**src/rtl/drs_pkg.sv**
```systemverilog
// shared constants, command and status types for the decimal radix sorter
package drs_pkg;

	localparam int VALUE_W      = 31;
	localparam int PASS_W       = 4;
	localparam int DIGIT_W      = 4;
	localparam int RADIX        = 10;
	localparam int MAX_PASSES   = 10;
	localparam int MAX_ITEMS_DEF = 64;
	localparam int TDATA_W      = 32;

	// divide by ten: q * RECIP >> RECIP_SHIFT is exact for any 32-bit q
	localparam logic [31:0] RECIP = 32'hCCCC_CCCD;
	localparam int RECIP_SHIFT    = 35;
	localparam int PROD_W         = VALUE_W + 32;
	localparam int QUOT_W         = PROD_W - RECIP_SHIFT;

	// controller to datapath
	typedef struct packed {
		logic load_wr;
		logic cnt_clr;
		logic scan_init;
		logic counts_clr;
		logic rd_issue;
		logic pipe_en;
		logic mode_dist;
		logic prefix_step;
		logic src_bank;
		logic out_load;
	} drs_cmd_t;

	// datapath to controller
	typedef struct packed {
		logic full;
		logic scan_done;
		logic out_taken;
		logic out_last;
	} drs_stat_t;

endpackage

```
**src/rtl/drs_ctrl.sv**
```systemverilog
// controller: load, count, prefix, distribute and emit sequencing
module drs_ctrl (
	input  logic                       clk,
	input  logic                       arst_n,
	input  logic                       cfg_we,
	input  logic [drs_pkg::PASS_W-1:0] cfg_wdata,
	input  logic                       in_valid,
	input  logic                       in_last,
	output logic                       in_ready,
	output drs_pkg::drs_cmd_t          cmd,
	input  drs_pkg::drs_stat_t         stat
);

	import drs_pkg::*;

	typedef enum logic [6:0] {
		ST_LOAD     = 7'b0000001,
		ST_COUNT    = 7'b0000010,
		ST_PREFIX   = 7'b0000100,
		ST_DIST     = 7'b0001000,
		ST_EMIT_RD  = 7'b0010000,
		ST_EMIT_LD  = 7'b0100000,
		ST_EMIT_OUT = 7'b1000000
	} state_t;

	state_t              state_q, state_d;
	logic [PASS_W-1:0]   digit_passes_q;
	logic [PASS_W-1:0]   passes_eff;
	logic [PASS_W-1:0]   pass_q;
	logic [DIGIT_W-1:0]  step_q;

	// counts above ten act as ten
	assign passes_eff = (digit_passes_q > PASS_W'(MAX_PASSES)) ? PASS_W'(MAX_PASSES)
		: digit_passes_q;

	always_comb begin
		cmd          = '0;
		cmd.src_bank = pass_q[0];
		in_ready     = 1'b0;
		state_d      = state_q;
		unique case (state_q)
			ST_LOAD: begin
				in_ready = 1'b1;
				if (in_valid) begin
					cmd.load_wr = ~stat.full;
					if (in_last) begin
						cmd.scan_init = 1'b1;
						if (passes_eff == '0) begin
							state_d = ST_EMIT_RD;
						end else begin
							cmd.counts_clr = 1'b1;
							state_d        = ST_COUNT;
						end
					end
				end
			end
			ST_COUNT: begin
				cmd.rd_issue = 1'b1;
				cmd.pipe_en  = 1'b1;
				if (stat.scan_done) begin
					state_d = ST_PREFIX;
				end
			end
			ST_PREFIX: begin
				cmd.prefix_step = 1'b1;
				if (step_q == DIGIT_W'(RADIX - 1)) begin
					cmd.scan_init = 1'b1;
					state_d       = ST_DIST;
				end
			end
			ST_DIST: begin
				cmd.rd_issue  = 1'b1;
				cmd.pipe_en   = 1'b1;
				cmd.mode_dist = 1'b1;
				if (stat.scan_done) begin
					cmd.scan_init = 1'b1;
					if (pass_q + PASS_W'(1) == passes_eff) begin
						state_d = ST_EMIT_RD;
					end else begin
						cmd.counts_clr = 1'b1;
						state_d        = ST_COUNT;
					end
				end
			end
			ST_EMIT_RD: begin
				cmd.rd_issue = 1'b1;
				state_d      = ST_EMIT_LD;
			end
			ST_EMIT_LD: begin
				cmd.out_load = 1'b1;
				state_d      = ST_EMIT_OUT;
			end
			ST_EMIT_OUT: begin
				if (stat.out_taken) begin
					if (stat.out_last) begin
						cmd.cnt_clr = 1'b1;
						state_d     = ST_LOAD;
					end else begin
						state_d = ST_EMIT_RD;
					end
				end
			end
			default: begin
				state_d = ST_LOAD;
			end
		endcase
	end

	always_ff @(posedge clk or negedge arst_n) begin
		if (!arst_n) begin
			state_q        <= ST_LOAD;
			digit_passes_q <= PASS_W'(MAX_PASSES);
			pass_q         <= '0;
			step_q         <= '0;
		end else begin
			state_q <= state_d;
			if (cfg_we) begin
				digit_passes_q <= cfg_wdata;
			end
			if (state_q == ST_LOAD) begin
				pass_q <= '0;
			end else if (state_q == ST_DIST && stat.scan_done) begin
				pass_q <= pass_q + PASS_W'(1);
			end
			if (state_q == ST_PREFIX) begin
				step_q <= step_q + DIGIT_W'(1);
			end else begin
				step_q <= '0;
			end
		end
	end

endmodule

```
**config.mk**
```make
export PLATFORM = sky130hd
export DESIGN_NAME = drs_ctrl
export DESIGN_NICKNAME = d
export VERILOG_FILES = /design/src/rtl/drs_pkg.sv /design/src/rtl/drs_ctrl.sv
export SDC_FILE = /design/constraint.sdc
export NUM_CORES = 1
export LEC_CHECK = 0
export ABC_AREA = 0
export BUFFER_PORTS_ARGS = -buffer_cell sky130_fd_sc_hd__clkbuf_2
export CAP_MARGIN = 5
export CORE_MARGIN = 2
export CORE_UTILIZATION = 45
export CTS_CLUSTER_DIAMETER = 150
export CTS_CLUSTER_SIZE = 40
export DETAILED_ROUTE_END_ITERATION = 7
export PLACE_DENSITY = 0.72
export SLEW_MARGIN = 20
export SYNTH_ARGS = -nofsm -noshare
export SYNTH_HDL_FRONTEND = slang
export SYNTH_SLANG_ARGS = --single-unit
```
**constraint.sdc**
```tcl
create_clock -name clk -period 1.7 [get_ports clk]
set_input_delay 0.255 -clock clk [delete_from_list [all_inputs] [get_ports clk]]
set_output_delay 0.255 -clock clk [all_outputs]
set_load 0.05 [all_outputs]
```
==> results of run 1 <==
registers in the layout, indices dropped and copies added, names as in the netlist:
name and flops:
digit_passes_q 4, step_q 4, pass_q 4, state_q 7
critical path: cells and delay by family, from the launching register on:
family,cells,cell delay [ns]
AND/OR/NAND/NOR,5,1.10
buffers and inverters,1,0.15
flip-flops,1,0.42
worst min-delay path by stage:
stage,from,end,slack [ns],cells after the start
floorplan,arst_n,digit_passes_q[0],-0.04,0
global placement,arst_n,step_q[1],0.22,1
detailed placement,arst_n,step_q[0],0.23,1
CTS,stat[0],state_q[0],0.16,3
global route,cfg_wdata[3],digit_passes_q[3],0.16,2
finish,cfg_wdata[3],digit_passes_q[3],0.18,2
metal layers:
metal	share of wire	routed length (um)	vias up
met1	0.38	1380	597
li1	-	-	583
met5	0	0	-
met3	0.027	101	12
met4	0.037	137	0
met2	0.56	2050	38
logic make-up (layout without fill, tap and decap cells):
| family | after synthesis | after routing |
|---|---|---|
| and+or+nand+nor | 61 | 61 |
| AOI/OAI and AO/OA | 21 | 21 |
| DFF | 19 | 19 |
| xor gates and xnor gates | 8 | 8 |
| buffers and inverters | 7 | 73 |
| muxes | 6 | 6 |
| adders and majority gates | 3 | 3 |
area by class of cell:
type | count | area [sq um]
fillers | 151 | 455
flip-flops and latches | 19 | 480
repair buffers | 65 | 591
inverters | 4 | 21.3
multi-input cells | 99 | 887
well taps | 30 | 37.5
clock buffers | 3 | 22.5
clock inverters | 1 | 5.00
synth_stat cells (2+ instances only):
| library cell | count |
|---|---|
| a21oi_1 | 2 |
| and3_1 | 2 |
| and4_1 | 2 |
| dfrtp_1 | 16 |
| dfstp_2 | 3 |
| ha_1 | 3 |
| inv_1 | 4 |
| mux2_2 | 4 |
| mux2i_1 | 2 |
| nand2_1 | 12 |
| nand2b_1 | 3 |
| nand3_1 | 3 |
| nand3b_1 | 2 |
| nand4_1 | 2 |
| nor2_1 | 17 |
| nor2b_1 | 4 |
| nor4b_1 | 3 |
| o211ai_1 | 2 |
| o21ai_0 | 5 |
| or2_2 | 2 |
| or3_4 | 2 |
| xnor2_1 | 4 |
| xor2_1 | 4 |
repair_timing:
item | CTS | global route
buffers inserted | 7 | 8
gates resized for setup | 39 | 21
endpoints found under the setup margin | 13 | 16
pin swaps | 5 | 10
hold endpoints to repair | 16 | 0
hold buffers | 1 | 0
through the flow:
| stage | TNS, ns | hold WS [ns] |
|---|---|---|
| CTS | -4.09 | 0.161 |
| floorplan | -0.984 | -0.0406 |
| detailed placement | -1.20 | 0.230 |
| global route | -6.28 | 0.162 |
| finish | -5.26 | 0.178 |
| global placement | -0.979 | 0.221 |
cell usage in the layout (no fill, tap or decap), types with 4 or more instances in the layout:
cell | synthesis | layout
buf_4 | 1 | 34
buf_6 | 1 | 7
clkbuf_16 | 0 | 5
clkbuf_2 | 0 | 14
clkbuf_4 | 0 | 4
dfrtp_1 | 16 | 15
mux2_2 | 4 | 4
nand2_1 | 12 | 7
nor2_1 | 17 | 13
nor2b_1 | 4 | 4
xnor2_1 | 4 | 4
power by group through the flow:
stage                     Sequential, uW  Clock, uW  Combinational (uW)
after global routing                 572        268                1230
after floorplan                      558          0                 517
after global placement               553          0                 795
after CTS                            554        243                1040
final                                564        236                1170
after detailed placement             556          0                 814
==> metrics.txt, run 1 <==
status=finished with violations; failing checks=negative setup slack; slew margin rel.=0.681; Worst VDD drop=~0.72 mV; ys flop type=dfrtp_1; IO Count=24; global route overflow=0; syn_nets=141; multiplexer share of the synthesized area=0.0545; worst-skew pair later-pin latency=about 0.30 ns; largest net degree at the start of global routing=20; H-tree lvl count=1; CTS tree=yes; Die Y=roughly 56 um; critical path's largest stage delay=around 0.43 ns; Worst setup SP type=flip-flop; final slew viol count=0; Die Area=between 0.003 and 0.004 sq mm; GR Util met2=0.429; Seq pwr share=0.286; vias=around 1200; final cell area excluding filler cells=0.00204 sq mm; P&R area growth vs syn=71.3%; max-capacitance violation count=0; CTS root buf=clkbuf_4; core area=between 0.002 and 0.0025 sq mm; Synth async-reset ratio=1.00; Post-Route WL=approximately 3.7 mm; combinational power share=0.594; Internal=1140 uW; Synth Cell Area=approximately 0.0012 sq mm; Worst Skew=between 0.002 and 0.003 ns; met3 GRT Util=0.0187; met1 Usage GRT=0.249; vias in the first global route=between 1000 and 1500; Pre-antenna DRT Iters=4; CP required=1.44 ns; RR Endpoint=state_q[4]; RSZ-0062 raised after global routing=yes; Max Freq=approximately 450 MHz; Switching Share=0.421; Final GP Congestion=between 0.8 and 0.9; area share of xor/xnor cells in the synthesized design=0.0587; first-pass GRT wire length=between 5 and 6 mm; Inserted Diodes=0; register area share after synthesis=0.401; Synth Area in Adders=0.0314; slowest CP cell=or3_4; Residual DRC=0; Via-to-Cell Ratio=approximately 5.6; reg2reg path depth=9; Cell Count, Final, Fillers Out=around 220; antenna violations before repair=0; Post-synth EDFFs=0; Yosys top cell area share=0.335; gr busiest metal=met2; P_leak=between 0.0009 and 0.001 uW; end of the critical path=cmd[7]; CP Launch Point=state_q[4]; Psw=~830 uW; worst setup path category=flip-flop to output port; CP endpoint kind=output port; final worst slack=-0.543 ns; Synth Area in Compound Gates=0.127; nets@finish=around 210; Power Total=just under 2000 uW; Starting DRT DRC Count=39; Worst Path Max Fanout=3; CTS max path bufs=2; largest family of logic cells by synthesized area=simple AND/OR/NAND/NOR gates; Crit path top cell by count=or3_4; crit share post-route=1.32; starting density of the core=0.477; Tightest Pin Transition=roughly 0.48 ns; fraction of layout instances using a drive strength above 1=0.586; Finished Core Util=0.818; crit path time final=~2.2 ns; Placement Setup Slack=-0.302 ns; Cell Rows=18; Placed Cells=between 200 and 250; Clk network pwr share=0.120; Critical Path AT=~2.0 ns; final hold vios=0; Synth Area in Simple Gates=0.295; R2R Path Start=state_q[4]; Final setup viols=15; Avg Cell Area, Syn=between 9 and 10 sq um; Area contributors post-synth=dfrtp_1, dfstp_2, nor2_1; clock slew at reported path FFs=approximately 0.11 ns; pwr/cell area=a little under 1000 mW/mm^2; CTS Buf Count=3; GRT Total Usage=0.226; Yosys warning total=0; Cell variety after synth=45; IO buf count=23; number of synthesized register bits=19; clk sinks=19; Yosys top cell by area=dfrtp_1; dpl hpwl=between 2 and 2.5 mm; Die Wd=around 56 um; Gate Count Post-Synth=about 130; remaining antenna violation count=0; dpl cell area=between 0.0015 and 0.002 sq mm; worst min path class=input pin to flip-flop; Cell Chain, Critical Path=or3_4, nor3_4, nand2_2, or3_4, nand2_8, clkbuf_16; wire length per cell=16.6 um; Reg2Reg Setup Slack=-0.36 ns
Note: power is estimated with default switching activity, not from simulation.
==> run 2, diff against run 1 <==
--- a/config.mk
+++ b/config.mk
@@ -10,9 +10,10 @@
 export CAP_MARGIN = 5
 export CORE_MARGIN = 2
-export CORE_UTILIZATION = 45
+export CORE_UTILIZATION = 37
+export CTS_BUF_LIST = sky130_fd_sc_hd__clkbuf_4 sky130_fd_sc_hd__clkbuf_8 sky130_fd_sc_hd__clkbuf_16
 export CTS_CLUSTER_DIAMETER = 150
 export CTS_CLUSTER_SIZE = 40
 export DETAILED_ROUTE_END_ITERATION = 7
-export PLACE_DENSITY = 0.72
+export PLACE_DENSITY = 0.62
 export SLEW_MARGIN = 20
 export SYNTH_ARGS = -nofsm -noshare
==> constraint.sdc (replaced) <==
create_clock -name clk -period 1.7 [get_ports clk]
set_input_delay 0 -clock clk [delete_from_list [all_inputs] [get_ports clk]]
set_output_delay 0 -clock clk [all_outputs]
set_load 0.05 [all_outputs]
==> run 2 against run 1 <==
  * The run still ends with negative setup slack left
  * Register-to-register slack better by 0.17 ns
  * Non-clock buffer count is 13 higher
  * Utilization decreased by 10 points
  * Via count is 2.0% higher
  * Combinational power is 3% lower
  * Cell count rose by 12%
  * Clock-buffer cell count is 1 higher
  * Fmax is 16% higher
  * Critical endpoint unchanged
  * Sequential share of layout area decreased by 1.3 points
  * Highest routed layer unchanged
  * Setup slack better by 0.31 ns
==> metrics.txt, run 2 (same netlist as run 1, synthesis figures left out) <==
status=finished with violations; failing checks=negative setup slack; worst min path class=input pin to flip-flop; IO buf count=23; Starting DRT DRC Count=75; Worst Path Buf+Inv=1; reg2reg path depth=10; Hold Path Origin=cfg_we; fraction of layout instances using a drive strength above 1=0.637; final hold vios=0; Residual DRC=0; CTS tree=yes; clk sinks=19; Finished Core Util=0.718; P&R area growth vs syn=83.5%; Pre-antenna DRT Iters=4; Via-to-Cell Ratio=~5.1; Switching Share=0.395; Worst Path Max Fanout=3; most flop-heavy register=state_q; Internal=about 1200 uW; Max Freq=around 520 MHz; Cell Rows=20; final worst slack=-0.229 ns; Die Wd=~61 um; RSZ-0062 raised after global routing=yes; Cell Chain, Critical Path=or3_4, nor3_4, nand2_2, or3_4, nand2_4, clkbuf_16; slowest CP cell=dfrtp_2; Clk network pwr share=0.125; remaining antenna violation count=0; Die Y=approximately 61 um; critical path's largest stage delay=approximately 0.41 ns; clock slew at reported path FFs=about 0.11 ns; Inserted Diodes=0; Seq pwr share=0.296; CTS Buf Count=3; Final setup viols=10; IO Count=24; max-capacitance violation count=0; Post-Route WL=~3.6 mm; GRT Total Usage=0.208; dpl hpwl=about 2.3 mm; wire length per cell=between 10 and 15 um; Worst VDD drop=0.589 mV; P_leak=between 0.0009 and 0.001 uW; hold path endpoint=digit_passes_q[2]; vias=approximately 1300; Critical Path AT=1.93 ns; most frequent cells in the layout=buf_4, clkbuf_2, dfrtp_1; commonest non-fill, non-tap cell in the layout=buf_4; crit path time final=1.93 ns; CP delay by family, top=simple AND/OR/NAND/NOR gates; antenna violations before repair=0; CP required=approximately 1.7 ns; first-pass GRT wire length=around 5.7 mm; Psw=between 700 and 800 uW; H-tree lvl count=1; hold slack=between 0.009 and 0.01 ns; max reg flops=7; WHS Path Cells=2; R2R Path Start=state_q[4]; pwr/cell area=889 mW/mm^2; final slew viol count=0; starting density of the core=0.391; slew margin rel.=0.693; Final GP Congestion=approximately 0.85; Crit path top cell by count=or3_4; combinational power share=0.580; worst-skew pair later-pin latency=0.29 ns; Worst setup SP type=flip-flop; Tightest Pin Transition=~0.46 ns; vias in the first global route=~1300; global route overflow=0; Reg2Reg Setup Slack=-0.19 ns; Worst Skew=roughly 0.0065 ns; largest net degree at the start of global routing=20; nets@finish=about 220; CTS root buf=clkbuf_4; core area=0.00305 sq mm; worst setup path category=flip-flop to output port; RR Endpoint=state_q[2]; CTS max path bufs=2; Die Area=0.00370 sq mm; CP endpoint kind=output port; crit share post-route=1.13
[run 2: cell types whose count changed in the layout (fill, tap and decap cells not counted), moves of 3 or more]
| cell | before | now |
|---|---|---|
| nor2_1 | 13 | 8 |
| dlygate4sd3_1 | 1 | 8 |
| nor2_2 | 1 | 5 |
| buf_6 | 7 | 10 |
| dfrtp_2 | 1 | 5 |
| dfrtp_1 | 15 | 11 |
| buf_4 | 34 | 38 |
[run 2: metal layers]
layer	up-vias	track usage	routed length, um
met2	26	0.372	1970
met5	-	0	0
met3	7	0.0235	100
met1	613	0.252	1430
li1	608	-	-
met4	0	0.0901	60
[run 2: final cells by class]
class / instances / area, sq um
clock buffer: 4 / 30.0
fill: 231 / 862
inverter: 4 / 21.3
multi-input combinational: 99 / 871
sequential: 19 / 485
tap: 44 / 55.1
timing repair buffer: 78 / 728
[run 2: worst max-delay path by stage]
stage               cells past startpoint        from  slack [ns]    endpoint
global placement                        6  state_q[4]       -0.08  state_q[4]
global route                            6  state_q[5]       -0.31      cmd[7]
detailed placement                      6  state_q[4]       -0.15  state_q[4]
CTS                                     6  state_q[4]       -0.31      cmd[7]
finish                                  6  state_q[4]       -0.23      cmd[7]
floorplan                               7  state_q[4]       -0.08  state_q[2]
[run 2: stage by stage]
stage | setup WS (ns) | TNS, ns | std cells | total power (uW) | instance area [sq um]
floorplan | -0.0830 | -0.172 | 125 | 1040 | 1250
global placement | -0.0817 | -0.170 | 210 | 1270 | 1550
detailed placement | -0.150 | -0.611 | 210 | 1280 | 1550
CTS | -0.305 | -1.43 | 239 | 1790 | 2010
global route | -0.307 | -2.43 | 248 | 2040 | 2190
finish | -0.229 | -1.49 | 248 | 1950 | 2190
[run 2: power groups by stage]
stage | combinational (uW) | sequential, uW | clock, uW
after CTS | 987 | 551 | 249
after floorplan | 485 | 558 | 0
after global routing | 1190 | 583 | 270
after global placement | 708 | 562 | 0
final | 1130 | 575 | 242
after detailed placement | 718 | 563 | 0
[run 2: repair_timing]
action	CTS	global route
endpoints found under the setup margin	17	16
hold buffers	8	0
hold endpoints to repair	26	0
resized for setup	49	37
pin swaps	13	15
buffers inserted	17	11
